[src/design/rnlb_pkg.sv]
`timescale 1ns / 1ps
`default_nettype none

package rnlb_pkg;

  // Field widths
  localparam int LOAD_W      = 10;
  localparam int IVL_W       = 10;
  localparam int TICK_W      = 20;
  localparam int IDX_FIELD_W = 4;

  // Ring size default and register reset
  localparam int NUM_PROCS_DEF = 5;
  localparam logic [TICK_W-1:0] MAX_TICKS_RST = TICK_W'(999999);

  // Floor divide by three of a three-load sum: multiply by reciprocal, then shift
  localparam int DIV3_SHIFT = LOAD_W + 4;
  localparam int DIV3_MULT  = (2 ** DIV3_SHIFT + 2) / 3;

  typedef enum logic [0:0] {
    OP_SET  = 1'b0,
    OP_TICK = 1'b1
  } op_t;

  typedef struct packed {
    op_t                    operation;
    logic [IDX_FIELD_W-1:0] proc_index;
    logic [LOAD_W-1:0]      load_value;
    logic [IVL_W-1:0]       interval_value;
  } req_t;

  typedef struct packed {
    logic [TICK_W-1:0] tick_count;
    logic              all_steady;
    logic              balanced;
    logic              timed_out;
    logic              stopped;
  } rsp_t;

  // Commands to the per-processor phase counters
  typedef struct packed {
    logic                   set_en;
    logic                   tick_en;
    logic [IDX_FIELD_W-1:0] proc_index;
    logic [IVL_W-1:0]       interval;
  } phase_cmd_t;

  typedef enum logic [1:0] {
    ALU_ADD3,
    ALU_DIV3,
    ALU_DIVN,
    ALU_DEV
  } alu_op_t;

  typedef enum logic [3:0] {
    ST_IDLE,
    ST_SEL,
    ST_RD_OWN,
    ST_RD_LF,
    ST_RD_RT,
    ST_SUM3,
    ST_DIV3,
    ST_WR_LF,
    ST_WR_RT,
    ST_WR_OWN,
    ST_STOP,
    ST_CHECK,
    ST_SUM,
    ST_MEAN,
    ST_DEV
  } state_t;

endpackage

`default_nettype wire

[src/design/ring_neighbor_load_balancer.sv]
`timescale 1ns / 1ps
`default_nettype none
// A set item or an ignored tick goes from the accepting cycle through ST_CHECK to the result strobe;
// a running tick first visits each due processor in turn. Whenever all processors are steady, a sum
// and a deviation sweep follow: one load memory port and one shared unit serve every step in turn.
// Throughput: one request at a time; busy stays high until the result strobe; no stalls.
// Reset (rst, synchronous): loads read as zero, flags and tick count clear, max_ticks 999999.

module ring_neighbor_load_balancer import rnlb_pkg::*; #(
  parameter int NUM_PROCS = NUM_PROCS_DEF
) (
  input  logic              clk,
  input  logic              rst,
  input  logic              start,
  input  req_t              request,
  output logic              busy,
  output logic              done,
  output rsp_t              result,
  input  logic              cfg_valid,
  output logic              cfg_ready,
  input  logic [TICK_W-1:0] cfg_data
);

  localparam int IDX_W  = $clog2(NUM_PROCS);
  localparam int PCNT_W = $clog2(NUM_PROCS + 1);
  localparam int ACC_W  = LOAD_W + $clog2(NUM_PROCS);
  localparam logic [PCNT_W-1:0] LAST_CNT = PCNT_W'(NUM_PROCS);
  localparam logic [IDX_W-1:0]  LAST_IDX = IDX_W'(NUM_PROCS - 1);

  state_t               state, state_next;
  logic [PCNT_W-1:0]    pidx;
  logic [IDX_W-1:0]     paddr, lf_addr, rt_addr, sweep_addr, req_addr;
  logic [LOAD_W-1:0]    own_ld, lf_ld, rt_ld, avg, mean;
  logic [ACC_W-1:0]     acc;
  logic                 bal;
  logic [NUM_PROCS-1:0] steady;
  logic [TICK_W-1:0]    tick, max_ticks;
  logic                 stopped;
  logic                 accept, req_ok, all_steady;

  logic                 mem_we;
  logic [IDX_W-1:0]     mem_waddr, mem_raddr;
  logic [LOAD_W-1:0]    mem_wdata, mem_rdata;

  alu_op_t              alu_op;
  logic [ACC_W-1:0]     alu_a, alu_b, alu_c, alu_y;

  phase_cmd_t           phase_cmd;
  logic [NUM_PROCS-1:0] visit_mask;

  logic                 give, lf_short, rt_short, gave;
  logic [LOAD_W-1:0]    gl, gr, lf_new, rt_new, own_new;

  rnlb_load_mem #(.NUM_PROCS(NUM_PROCS)) u_mem (
    .clk   (clk),
    .rst   (rst),
    .we    (mem_we),
    .waddr (mem_waddr),
    .wdata (mem_wdata),
    .raddr (mem_raddr),
    .rdata (mem_rdata)
  );

  rnlb_alu #(.NUM_PROCS(NUM_PROCS)) u_alu (
    .op (alu_op),
    .a  (alu_a),
    .b  (alu_b),
    .c  (alu_c),
    .y  (alu_y)
  );

  rnlb_phase #(.NUM_PROCS(NUM_PROCS)) u_phase (
    .clk        (clk),
    .rst        (rst),
    .cmd        (phase_cmd),
    .visit_mask (visit_mask)
  );

  // Handshake and ring addressing
  assign busy       = (state != ST_IDLE);
  assign cfg_ready  = (state == ST_IDLE);
  assign accept     = start && !busy;
  assign req_ok     = {1'b0, request.proc_index} < (IDX_FIELD_W + 1)'(NUM_PROCS);
  assign req_addr   = request.proc_index[IDX_W-1:0];
  assign all_steady = &steady;
  assign paddr      = pidx[IDX_W-1:0];
  assign lf_addr    = (paddr == '0) ? LAST_IDX : paddr - IDX_W'(1);
  assign rt_addr    = (paddr == LAST_IDX) ? '0 : paddr + IDX_W'(1);
  assign sweep_addr = (pidx < LAST_CNT) ? paddr : '0;

  always_comb begin
    phase_cmd.set_en     = accept && (request.operation == OP_SET) && req_ok;
    phase_cmd.tick_en    = accept && (request.operation == OP_TICK) && !stopped;
    phase_cmd.proc_index = request.proc_index;
    phase_cmd.interval   = request.interval_value;
  end

  // Top up poorer neighbors to the average, paid from the own load
  always_comb begin
    give     = own_ld > avg;
    lf_short = lf_ld < avg;
    rt_short = rt_ld < avg;
    gl       = (give && lf_short) ? avg - lf_ld : '0;
    gr       = (give && rt_short) ? avg - rt_ld : '0;
    lf_new   = lf_ld + gl;
    rt_new   = rt_ld + gr;
    own_new  = own_ld - gl - gr;
    gave     = give && (lf_short || rt_short);
  end

  // State register
  always_ff @(posedge clk) begin
    if (rst) begin
      state <= ST_IDLE;
    end else begin
      state <= state_next;
    end
  end

  // Next state, memory port and shared unit selection
  always_comb begin
    state_next = state;
    mem_we     = 1'b0;
    mem_waddr  = paddr;
    mem_wdata  = own_new;
    mem_raddr  = sweep_addr;
    alu_op     = ALU_ADD3;
    alu_a      = acc;
    alu_b      = ACC_W'(mem_rdata);
    alu_c      = '0;
    unique case (state)
      ST_IDLE: begin
        if (start) begin
          if (request.operation == OP_SET && req_ok) begin
            mem_we    = 1'b1;
            mem_waddr = req_addr;
            mem_wdata = request.load_value;
          end
          if (request.operation == OP_TICK && !stopped) begin
            state_next = ST_SEL;
          end else begin
            state_next = ST_CHECK;
          end
        end
      end
      ST_SEL: begin
        priority if (pidx == LAST_CNT) begin
          state_next = ST_STOP;
        end else if (visit_mask[paddr]) begin
          state_next = ST_RD_OWN;
        end
      end
      ST_RD_OWN: begin
        mem_raddr  = paddr;
        state_next = ST_RD_LF;
      end
      ST_RD_LF: begin
        mem_raddr  = lf_addr;
        state_next = ST_RD_RT;
      end
      ST_RD_RT: begin
        mem_raddr  = rt_addr;
        state_next = ST_SUM3;
      end
      ST_SUM3: begin
        alu_a      = ACC_W'(own_ld);
        alu_b      = ACC_W'(lf_ld);
        alu_c      = ACC_W'(mem_rdata);
        state_next = ST_DIV3;
      end
      ST_DIV3: begin
        alu_op     = ALU_DIV3;
        state_next = ST_WR_LF;
      end
      ST_WR_LF: begin
        mem_we     = 1'b1;
        mem_waddr  = lf_addr;
        mem_wdata  = lf_new;
        state_next = ST_WR_RT;
      end
      ST_WR_RT: begin
        mem_we     = 1'b1;
        mem_waddr  = rt_addr;
        mem_wdata  = rt_new;
        state_next = ST_WR_OWN;
      end
      ST_WR_OWN: begin
        mem_we     = 1'b1;
        state_next = ST_SEL;
      end
      ST_STOP: begin
        state_next = ST_CHECK;
      end
      ST_CHECK: begin
        state_next = all_steady ? ST_SUM : ST_IDLE;
      end
      ST_SUM: begin
        if (pidx == LAST_CNT) begin
          state_next = ST_MEAN;
        end
      end
      ST_MEAN: begin
        alu_op     = ALU_DIVN;
        state_next = ST_DEV;
      end
      ST_DEV: begin
        alu_op = ALU_DEV;
        alu_a  = ACC_W'(mem_rdata);
        alu_b  = ACC_W'(mean);
        if (pidx == LAST_CNT) begin
          state_next = ST_IDLE;
        end
      end
      default: state_next = ST_IDLE;
    endcase
  end

  // Control registers: steady marks, tick count, stop flag, timeout limit, sequencer index, strobe
  always_ff @(posedge clk) begin
    if (rst) begin
      steady    <= '0;
      tick      <= '0;
      stopped   <= 1'b0;
      max_ticks <= MAX_TICKS_RST;
      pidx      <= '0;
      done      <= 1'b0;
    end else begin
      done <= 1'b0;
      if (cfg_valid && cfg_ready) begin
        max_ticks <= cfg_data;
      end
      unique case (state)
        ST_IDLE: begin
          pidx <= '0;
          if (accept) begin
            if (request.operation == OP_SET) begin
              if (req_ok) begin
                steady[req_addr] <= 1'b0;
                tick             <= '0;
                stopped          <= 1'b0;
              end
            end else if (!stopped) begin
              tick <= tick + TICK_W'(1);
            end
          end
        end
        ST_SEL: begin
          if (pidx != LAST_CNT && !visit_mask[paddr]) begin
            pidx <= pidx + PCNT_W'(1);
          end
        end
        ST_WR_OWN: begin
          steady[paddr] <= !gave;
          pidx          <= pidx + PCNT_W'(1);
        end
        ST_STOP: begin
          stopped <= all_steady || (tick >= max_ticks);
        end
        ST_CHECK: begin
          pidx <= '0;
          if (!all_steady) begin
            done <= 1'b1;
          end
        end
        ST_SUM: begin
          pidx <= (pidx == LAST_CNT) ? '0 : pidx + PCNT_W'(1);
        end
        ST_DEV: begin
          if (pidx == LAST_CNT) begin
            pidx <= '0;
            done <= 1'b1;
          end else begin
            pidx <= pidx + PCNT_W'(1);
          end
        end
        default: begin
        end
      endcase
    end
  end

  // Datapath registers and result
  always_ff @(posedge clk) begin
    unique case (state)
      ST_RD_LF: own_ld <= mem_rdata;
      ST_RD_RT: lf_ld  <= mem_rdata;
      ST_SUM3: begin
        rt_ld <= mem_rdata;
        acc   <= alu_y;
      end
      ST_DIV3: avg <= alu_y[LOAD_W-1:0];
      ST_CHECK: begin
        acc <= '0;
        if (!all_steady) begin
          result.tick_count <= tick;
          result.all_steady <= 1'b0;
          result.balanced   <= 1'b0;
          result.timed_out  <= stopped;
          result.stopped    <= stopped;
        end
      end
      ST_SUM: begin
        if (pidx != '0) begin
          acc <= alu_y;
        end
      end
      ST_MEAN: begin
        mean <= alu_y[LOAD_W-1:0];
        bal  <= 1'b1;
      end
      ST_DEV: begin
        if (pidx != '0 && alu_y[0]) begin
          bal <= 1'b0;
        end
        if (pidx == LAST_CNT) begin
          result.tick_count <= tick;
          result.all_steady <= 1'b1;
          result.balanced   <= bal && !alu_y[0];
          result.timed_out  <= 1'b0;
          result.stopped    <= stopped;
        end
      end
      default: begin
      end
    endcase
  end

endmodule

`default_nettype wire

[src/design/rnlb_load_mem.sv]
`timescale 1ns / 1ps
`default_nettype none

module rnlb_load_mem import rnlb_pkg::*; #(
  parameter int NUM_PROCS = NUM_PROCS_DEF,
  localparam int IDX_W = $clog2(NUM_PROCS)
) (
  input  logic              clk,
  input  logic              rst,
  input  logic              we,
  input  logic [IDX_W-1:0]  waddr,
  input  logic [LOAD_W-1:0] wdata,
  input  logic [IDX_W-1:0]  raddr,
  output logic [LOAD_W-1:0] rdata
);

  logic [LOAD_W-1:0]    mem [NUM_PROCS];
  logic [NUM_PROCS-1:0] valid;

  // Write port
  always_ff @(posedge clk) begin
    if (we) begin
      mem[waddr] <= wdata;
    end
  end

  // Mark written entries; unwritten entries read as zero load
  always_ff @(posedge clk) begin
    if (rst) begin
      valid <= '0;
    end else if (we) begin
      valid[waddr] <= 1'b1;
    end
  end

  // Registered read port
  always_ff @(posedge clk) begin
    rdata <= valid[raddr] ? mem[raddr] : '0;
  end

endmodule

`default_nettype wire

[src/design/rnlb_phase.sv]
`timescale 1ns / 1ps
`default_nettype none

module rnlb_phase import rnlb_pkg::*; #(
  parameter int NUM_PROCS = NUM_PROCS_DEF,
  localparam int IDX_W = $clog2(NUM_PROCS)
) (
  input  logic                 clk,
  input  logic                 rst,
  input  phase_cmd_t           cmd,
  output logic [NUM_PROCS-1:0] visit_mask
);

  logic [IVL_W-1:0]     interval [NUM_PROCS];
  logic [IVL_W-1:0]     rem      [NUM_PROCS];
  logic [IVL_W-1:0]     rem_next [NUM_PROCS];
  logic [IVL_W:0]       rem_inc  [NUM_PROCS];
  logic [NUM_PROCS-1:0] hit;

  // Advance each remainder of the tick count modulo its interval
  for (genvar p = 0; p < NUM_PROCS; p++) begin : g_rem
    assign rem_inc[p]  = {1'b0, rem[p]} + (IVL_W + 1)'(1);
    assign rem_next[p] = (rem_inc[p] == {1'b0, interval[p]}) ? '0 : rem_inc[p][IVL_W-1:0];
    assign hit[p]      = (interval[p] != '0) && (rem_next[p] == '0);
  end

  // Interval store
  always_ff @(posedge clk) begin
    if (cmd.set_en) begin
      interval[cmd.proc_index[IDX_W-1:0]] <= cmd.interval;
    end
  end

  // Remainders restart with the tick count; capture who is due on a tick
  always_ff @(posedge clk) begin
    if (rst) begin
      for (int p = 0; p < NUM_PROCS; p++) begin
        rem[p] <= '0;
      end
      visit_mask <= '0;
    end else if (cmd.set_en) begin
      for (int p = 0; p < NUM_PROCS; p++) begin
        rem[p] <= '0;
      end
    end else if (cmd.tick_en) begin
      for (int p = 0; p < NUM_PROCS; p++) begin
        rem[p] <= rem_next[p];
      end
      visit_mask <= hit;
    end
  end

endmodule

`default_nettype wire

[src/design/rnlb_alu.sv]
`timescale 1ns / 1ps
`default_nettype none

module rnlb_alu import rnlb_pkg::*; #(
  parameter int NUM_PROCS = NUM_PROCS_DEF,
  localparam int ACC_W = LOAD_W + $clog2(NUM_PROCS)
) (
  input  alu_op_t          op,
  input  logic [ACC_W-1:0] a,
  input  logic [ACC_W-1:0] b,
  input  logic [ACC_W-1:0] c,
  output logic [ACC_W-1:0] y
);

  // Floor divide by the ring size: reciprocal multiply, exact below 2**ACC_W
  localparam int DN_S = ACC_W + $clog2(NUM_PROCS);
  localparam int DN_M = (2 ** DN_S + NUM_PROCS - 1) / NUM_PROCS;
  localparam int K_W  = (DN_S > DIV3_SHIFT) ? DN_S : DIV3_SHIFT;
  localparam int P_W  = ACC_W + K_W;

  logic [K_W-1:0]   k;
  logic [P_W-1:0]   prod;
  logic [ACC_W-1:0] diff;

  // One constant multiplier shared by both divides
  always_comb begin
    k    = (op == ALU_DIV3) ? K_W'(DIV3_MULT) : K_W'(DN_M);
    prod = P_W'(a) * P_W'(k);
    diff = (a > b) ? a - b : b - a;
  end

  always_comb begin
    unique case (op)
      ALU_ADD3: y = a + b + c;
      ALU_DIV3: y = prod[DIV3_SHIFT +: ACC_W];
      ALU_DIVN: y = prod[DN_S +: ACC_W];
      ALU_DEV:  y = ACC_W'(diff > ACC_W'(NUM_PROCS));
      default:  y = '0;
    endcase
  end

endmodule

`default_nettype wire

[config.mk]
export PLATFORM = sky130hd
export DESIGN_NAME = ring_neighbor_load_balancer
export DESIGN_NICKNAME = d
export VERILOG_FILES = /design/src/design/rnlb_pkg.sv /design/src/design/ring_neighbor_load_balancer.sv /design/src/design/rnlb_load_mem.sv /design/src/design/rnlb_phase.sv /design/src/design/rnlb_alu.sv
export SDC_FILE = /design/constraint.sdc
export NUM_CORES = 1
export LEC_CHECK = 0
export CORE_ASPECT_RATIO = 0.6
export CORE_MARGIN = 2
export CORE_UTILIZATION = 40
export DETAILED_ROUTE_END_ITERATION = 10
export DONT_BUFFER_PORTS = 1
export PLACE_DENSITY_LB_ADDON = 0.1
export SKIP_LAST_GASP = 1
export SLEW_MARGIN = 20
export SYNTH_ARGS = -nofsm -noshare
export SYNTH_HDL_FRONTEND = slang
export SYNTH_SLANG_ARGS = --single-unit
[constraint.sdc]
create_clock -name clk -period 10.6 [get_ports clk]
set_clock_uncertainty 0.1 [all_clocks]
set_input_delay 2.12 -clock clk [delete_from_list [all_inputs] [get_ports clk]]
set_output_delay 2.12 -clock clk [all_outputs]
set_load 0.005 [all_outputs]
## After elaboration in Yosys (flattened, before gate mapping)

Memories as Yosys holds them, arrays and structs flattened. A register that Yosys moved wholly into a read port is not among the register bits.
Index checks and enable logic that the tools add are counted.

| word-level totals | value |
|---|---|
| flip-flop bits (word level) | 152 |
| bits in latches | 0 |
| bits in writable memories | 150 |
| memory bits (read-only) | 0 |
| output and inout bits | 27 |
| word-level logic and storage cells | 267 |
| memories | 3 |

| cells by class | value |
|---|---|
| $add $sub $neg | 18 |
| $mul | 1 |
| divide/modulo/power cells | 0 |
| order comparisons | 15 |
| equal/unequal tests | 37 |
| shifts and indexed selects | 0 |
| muxes and demuxes | 92 |
| bitwise logic cells | 15 |
| reduce and logical (&&, ||, !) cells | 65 |

Memories:

| name | words | width | rd ports | clocked after memory_dff | wr ports | RTL line | source |
|---|---|---|---|---|---|---|---|
| u_mem.mem | 5 | 10 | 1 | 1 | 1 | rnlb_load_mem.sv:17 | `logic [LOAD_W-1:0] mem [NUM_PROCS];` |
| u_phase.interval | 5 | 10 | 5 | 0 | 1 | rnlb_phase.sv:14 | `logic [IVL_W-1:0] interval [NUM_PROCS];` |
| u_phase.rem | 5 | 10 | 5 | 0 | 5 | rnlb_phase.sv:15 | `logic [IVL_W-1:0] rem [NUM_PROCS];` |

Operators with widths:

| cell | number |
|---|---|
| $mux W10 | 20 |
| $mux W20 | 3 |
| $pmux W4 S15 | 1 |
| $add A10 B1 Y11 const B | 5 |
| $eq A11 B10 Y1 | 5 |
| $pmux W13 S4 | 1 |
| $logic_not A10 Y1 | 5 |
| $reduce_bool A10 Y1 | 5 |
| $mux W24 | 2 |
| $pmux W24 S2 | 1 |
| $sub A10 B10 Y10 | 4 |
| $pmux W13 S3 | 1 |
| $pmux W10 S3 | 1 |
| $mul A13 B16 Y29 | 1 |
| $eq A4 B4 Y1 const B | 7 |
| $mux W4 | 7 |
| $add A13 B10 Y13 | 2 |
| $mux W13 | 2 |
| $pmux W13 S2 | 1 |
| $mux W1 | 25 |
| $logic_and A1 B1 Y1 | 22 |
| $mux W3 | 7 |
| $add A10 B10 Y10 | 2 |
| $add A20 B1 Y20 const B | 1 |
| other kinds (52) | 112 |

## Longest topological paths before layout

| logic depth | value |
|---|---|
| depth in word-level cells | 10 |
| gate-level depth with buffers | 31 |
| depth with buffers taken out | 28 |

## Cells and area by module

A second synthesis with hierarchy kept.

| unflattened totals | value |
|---|---|
| cell total of the unflattened synthesis | 2561 |
| area total of the unflattened synthesis | 24552.3 um2 |

Modules (own cells, without submodules):

| module | times used | cells each | area an instance (um2) | sequential area each (um2) |
|---|---|---|---|---|
| ring_neighbor_load_balancer | 1 | 1045 | 9534.1 | 3723.6 |
| rnlb_phase | 1 | 626 | 6454.9 | 3103.0 |
| rnlb_alu | 1 | 759 | 6212.2 | 0.0 |
| rnlb_load_mem | 1 | 131 | 2351.0 | 1801.7 |

## Worst setup path before layout

OpenSTA, ideal clock, no wires.

| timing path | value |
|---|---|
| path type | flip-flop to flip-flop |
| start | reg state[0] |
| end | reg acc[12], data pin |
| arrival time | 6.459 ns |
| path slack | 3.771 ns |
| cell stages (with the launch flop) | 29 |
| path buffers | 3 |
| period minus slack after synthesis | 6.829 ns |
| cell sequence | dfxtp_1 > buf_4 > nor2b_1 > and3_1 > buf_2 > nor2_2 > clkbuf_1 > a21boi_0 > inv_1 > ha_1 > inv_1 > fa_1 > inv_1 > fa_1 > fa_1 > inv_1 > fa_1 > inv_1 > ha_1 > a21oi_1 > o211ai_1 > a41oi_1 > o211ai_1 > a311oi_1 > nor2b_1 > nor2_1 > mux2i_1 > a21oi_1 > a21oi_1 |

| between the ends | value |
|---|---|
| cells in the longest elaborated chain, start to end | 8 |

Ends and longest elaborated chain:

| item | RTL line | source |
|---|---|---|
| start, declared | ring_neighbor_load_balancer.sv:30 | `state_t state, state_next;` |
| start signal, assigned | ring_neighbor_load_balancer.sv:116 | `state <= state_next;` |
| $eq A4 B4 Y1 / $eq A4 B3 Y1 (equally long branches) | ring_neighbor_load_balancer.sv:131 | `unique case (state)` |
| $pmux W2 S3 | ring_neighbor_load_balancer.sv:131 |  |
| $eq A2 B1 Y1 | rnlb_alu.sv:27, rnlb_alu.sv:33 |  |
| $mux W14 | rnlb_alu.sv:27 | `k = (op == ALU_DIV3) ? K_W'(DIV3_MULT) : K_W'(DN_M);` |
| $mul A13 B16 Y29 | rnlb_alu.sv:28 | `prod = P_W'(a) * P_W'(k);` |
| $pmux W13 S4 | rnlb_alu.sv:33 | `unique case (op)` |
| $mux W13 | ring_neighbor_load_balancer.sv:303 | `if (pidx != '0) begin` |
| $pmux W13 S3 (*) | ring_neighbor_load_balancer.sv:284 | `unique case (state)` |
| end signal, assigned | ring_neighbor_load_balancer.sv:289 | `acc <= alu_y;` |
| end signal, assigned | ring_neighbor_load_balancer.sv:304 | `acc <= alu_y;` |
| end, declared | ring_neighbor_load_balancer.sv:34 | `logic [ACC_W-1:0] acc;` |

Every way passes the cells marked *; elsewhere a longest branch is shown, timed or not. The select of a mux whose other input is x is not followed.
A chain may end at the register's enable or synchronous reset.

## Final worst setup path

| timing path | value |
|---|---|
| start | reg state[2] |
| end | reg acc[12], data pin |

Same word-level chain as after synthesis.

==> results.cfg <==
[setup_path]
path_cells = nand2b_1, nor2_2, nor2_2, buf_4, a21boi_0, fa_1, fa_1, inv_1, fa_1, fa_1, inv_1, fa_1, inv_1, ha_1, a21oi_1, o211ai_1, a41oi_1, o211ai_1, a311oi_1, nor2b_1, nor2_1, mux2i_1, a21oi_1, a21oi_1
reg2reg_from = state[2]$_SDFFE_PP0P_
worstSetupEndpointType = flop
arrival_ns = 8.85
required_ns = 10.79
slowest_delay_ns = 0.75
critical_path_peak_fanout = 20
ff2ff_path_depth = 24
worst_path_max_delay_cell = dfxtp_1
cp-start-kind = flop
crit_top_cell = fa_1
path_class = reg -> reg
crit_start = state[2]$_SDFFE_PP0P_

[sta]
hold_viol_final = 0
relSlewSlack = 0.231
fin_tns_setup_ns = 0
period_needed_ns = 8.66
max_freq_mhz = 115
worst_pin_slew_ns = 1.14
rsz0062_at_grt = no
fin_crit_sh = 0.817
drv_slew = 0
setup_viol = 0

[detailed_routing]
wl_um = 63300
route.vias.total = 16600
drtAntennaViolNets = 0
drt-pass1-iter-count = 5
initialDrtViolationCount = 1539
drc_errors = 0
avgViaCountPerCell = 5.49
wl_per_cell_um = 20.9

[layout]
final_cell_mix = inv_1 (266), edfxtp_1 (238), ha_1 (220)
area_growth_pct = 8.83
nets = 2601
fillers = 5406
layout-drive-gt1-share = 0.0495
final_common_cell = inv_1

[clock_tree]
numCtsBuffers = 34
cts_buffer_depth = 3
cts_setup_buffers = 0
cts_resized = 0
clock_latency_ns = 0.55
cts.sinks = 312
cts_tree = yes
cts_root_buffer = clkbuf_16
clk_pin_slew_ns = 0.06
cts-htree-levels = 2
holdBufCountCts = 0

[floorplan]
dieArea_sq_mm = 0.0582
rows = 67
core_area_sq_mm = 0.0557
start_util = 0.404
die_x_um = 310
die_y_um = 188
ioPinCount = 76

[logic_synthesis]
ys_seq_area_frac = 0.384
synth_top_area_share = 0.318
yosysUniqueCellTypes = 87
synth_compound_area_frac = 0.116
synth.area.top_cells = edfxtp_1 (32%), ha_1 (12%), fa_1 (8.4%)
synth_area_sq_mm = 0.0225
synthAdderAreaFrac = 0.206
synth-xor-area-share = 0.0711
synthMuxAreaShare = 0.0229
async_flop_share = 0
synth_top_area_cell = edfxtp_1
ys.flop_type = edfxtp_1
synth-simple-area-share = 0.142
synth_top_family_by_area = adder cells
yosysWarnings = 0
syn_area_per_cell_sq_um = 10.0
ys_ff_latch = 312
synth_cells = 2242
synth_edf_count = 238

[pwr]
switching_share = 0.440
power_w = 0.00610
pwr-share-seq = 0.272
internal-power_w = 0.00342
p_per_area_mw_per_mm2 = 249
peakVddDrop_mv = 0.244
switchingPower_w = 0.00268
clock_power_share = 0.197
pwr-share-comb = 0.532
total_leakage_power_nw = 10.2

[place]
place_congestion = 0.971
dp_hpwl_um = 50200
numPortBuffers = 0

[grt]
grt_antenna_before_repair = 2
grt_pass1_vias = 16100
grt_max_degree = 51
grt_pass1_wl_um = 97900
gr-total-overflow = 0
grt_use_total = 0.220

[run_status]
status = finished, final reports clean

[hold_path]
hold_path.startpoint = max_ticks[12]$_SDFFE_PP0P_
worstHoldPathCells = 2
hold_class = reg -> reg

[job]
maxCapViolCount = 0
metal layers:
metal / vias up / GRT usage / wire length, um
li1: 7858 / - / -
met4: 2 / 0.0416 / 1030
met3: 68 / 0.0582 / 5670
met1: 8083 / 0.364 / 33700
met5: - / 0.0150 / 118
met2: 577 / 0.274 / 22800
power by group through the flow:
stage                     registers [W]  logic, W  clock network (W)
after floorplan                 0.00162   0.00232                  0
after global placement          0.00168   0.00309                  0
after detailed placement        0.00168   0.00315                  0
after CTS                       0.00166   0.00318            0.00123
after global routing            0.00167   0.00359            0.00128
final                           0.00166   0.00324            0.00120
path summary, 6_finish.rpt:
check	end	slack, ns
hold / removal	max_ticks[12]$_SDFFE_PP0P_	0.35
hold reg to reg	max_ticks[12]$_SDFFE_PP0P_	0.35
setup / recovery	acc[12]$_SDFFCE_PP0P_	1.94
setup reg to reg	acc[12]$_SDFFCE_PP0P_	1.94
state kept, by name, indices dropped and copies added (netlist names), 3 cells and up:
register	count
result	24
tick	20
u_phase.rem	50
avg	10
paddr	3
state	4
u_mem.mem	50
own_ld	10
u_mem.valid	5
u_mem.rdata	10
max_ticks	20
u_phase.interval	50
acc	13
steady	5
rt_ld	10
u_phase.visit_mask	5
mean	10
lf_ld	10
cell type report:
cell class,instances,area [sq um],share of cell area
Tap cell,759,950,0.0388
Sequential cell,312,8630,0.352
Inverter,272,1020,0.0417
Clock buffer,48,945,0.0386
Multi-Input combinational cell,1598,12600,0.516
Antenna cell,1,2.50,0.000102
Timing Repair Buffer,20,150,0.00613
Clock inverter,14,146,0.00598
synth_stat cells, types with 14 or more instances:
library cell,number
ha_1,220
nand4_1,24
nand2b_1,18
fa_1,94
o21ai_0,51
a22oi_1,20
nor2b_1,22
nand2_1,172
inv_1,266
or3_1,16
nor4_1,24
and3_1,29
nor3_1,33
and2_1,19
o21a_1,14
nand3_1,61
mux2i_1,22
xor2_1,89
edfxtp_1,238
nor2_1,218
xnor2_1,91
dfxtp_1,74
clkbuf_1,47
o211ai_1,20
a21oi_1,103
o21ai_1,16
a21o_1,28
critical path, delay by kind of cell, from the launching register on:
| kind | cells | cell delay (ns) |
|---|---|---|
| muxes | 1 | 0.13 |
| adders and majority gates | 6 | 2.90 |
| AOI/OAI and AO/OA | 8 | 2.26 |
| DFF | 1 | 0.75 |
| buffers and inverters | 4 | 0.47 |
| and+or+nand+nor | 5 | 1.78 |
per-stage QoR:
stage	utilization	cells	setup WS (ns)	cell area, sq um	hold WS (ns)
CTS	0.440	3023	1.96	24500	0.354
detailed placement	0.420	2961	1.97	23400	0.345
floorplan	-	2247	3.77	22500	0.332
global placement	0.420	2961	2.19	23400	0.340
global route	0.440	3023	1.23	24500	0.366
finish	0.440	3024	1.94	24500	0.353
cell families (layout without fill, tap and decap cells):
kind of cell / count (synthesis) / after routing
and+or+nand+nor: 675 / 675
AOI/OAI and AO/OA: 385 / 385
buffers and inverters: 337 / 354
adders and majority gates: 314 / 314
DFF: 312 / 312
xor gates and xnor gates: 181 / 181
muxes: 36 / 36
other: 2 / 8
(Power assumes the default switching activity.)
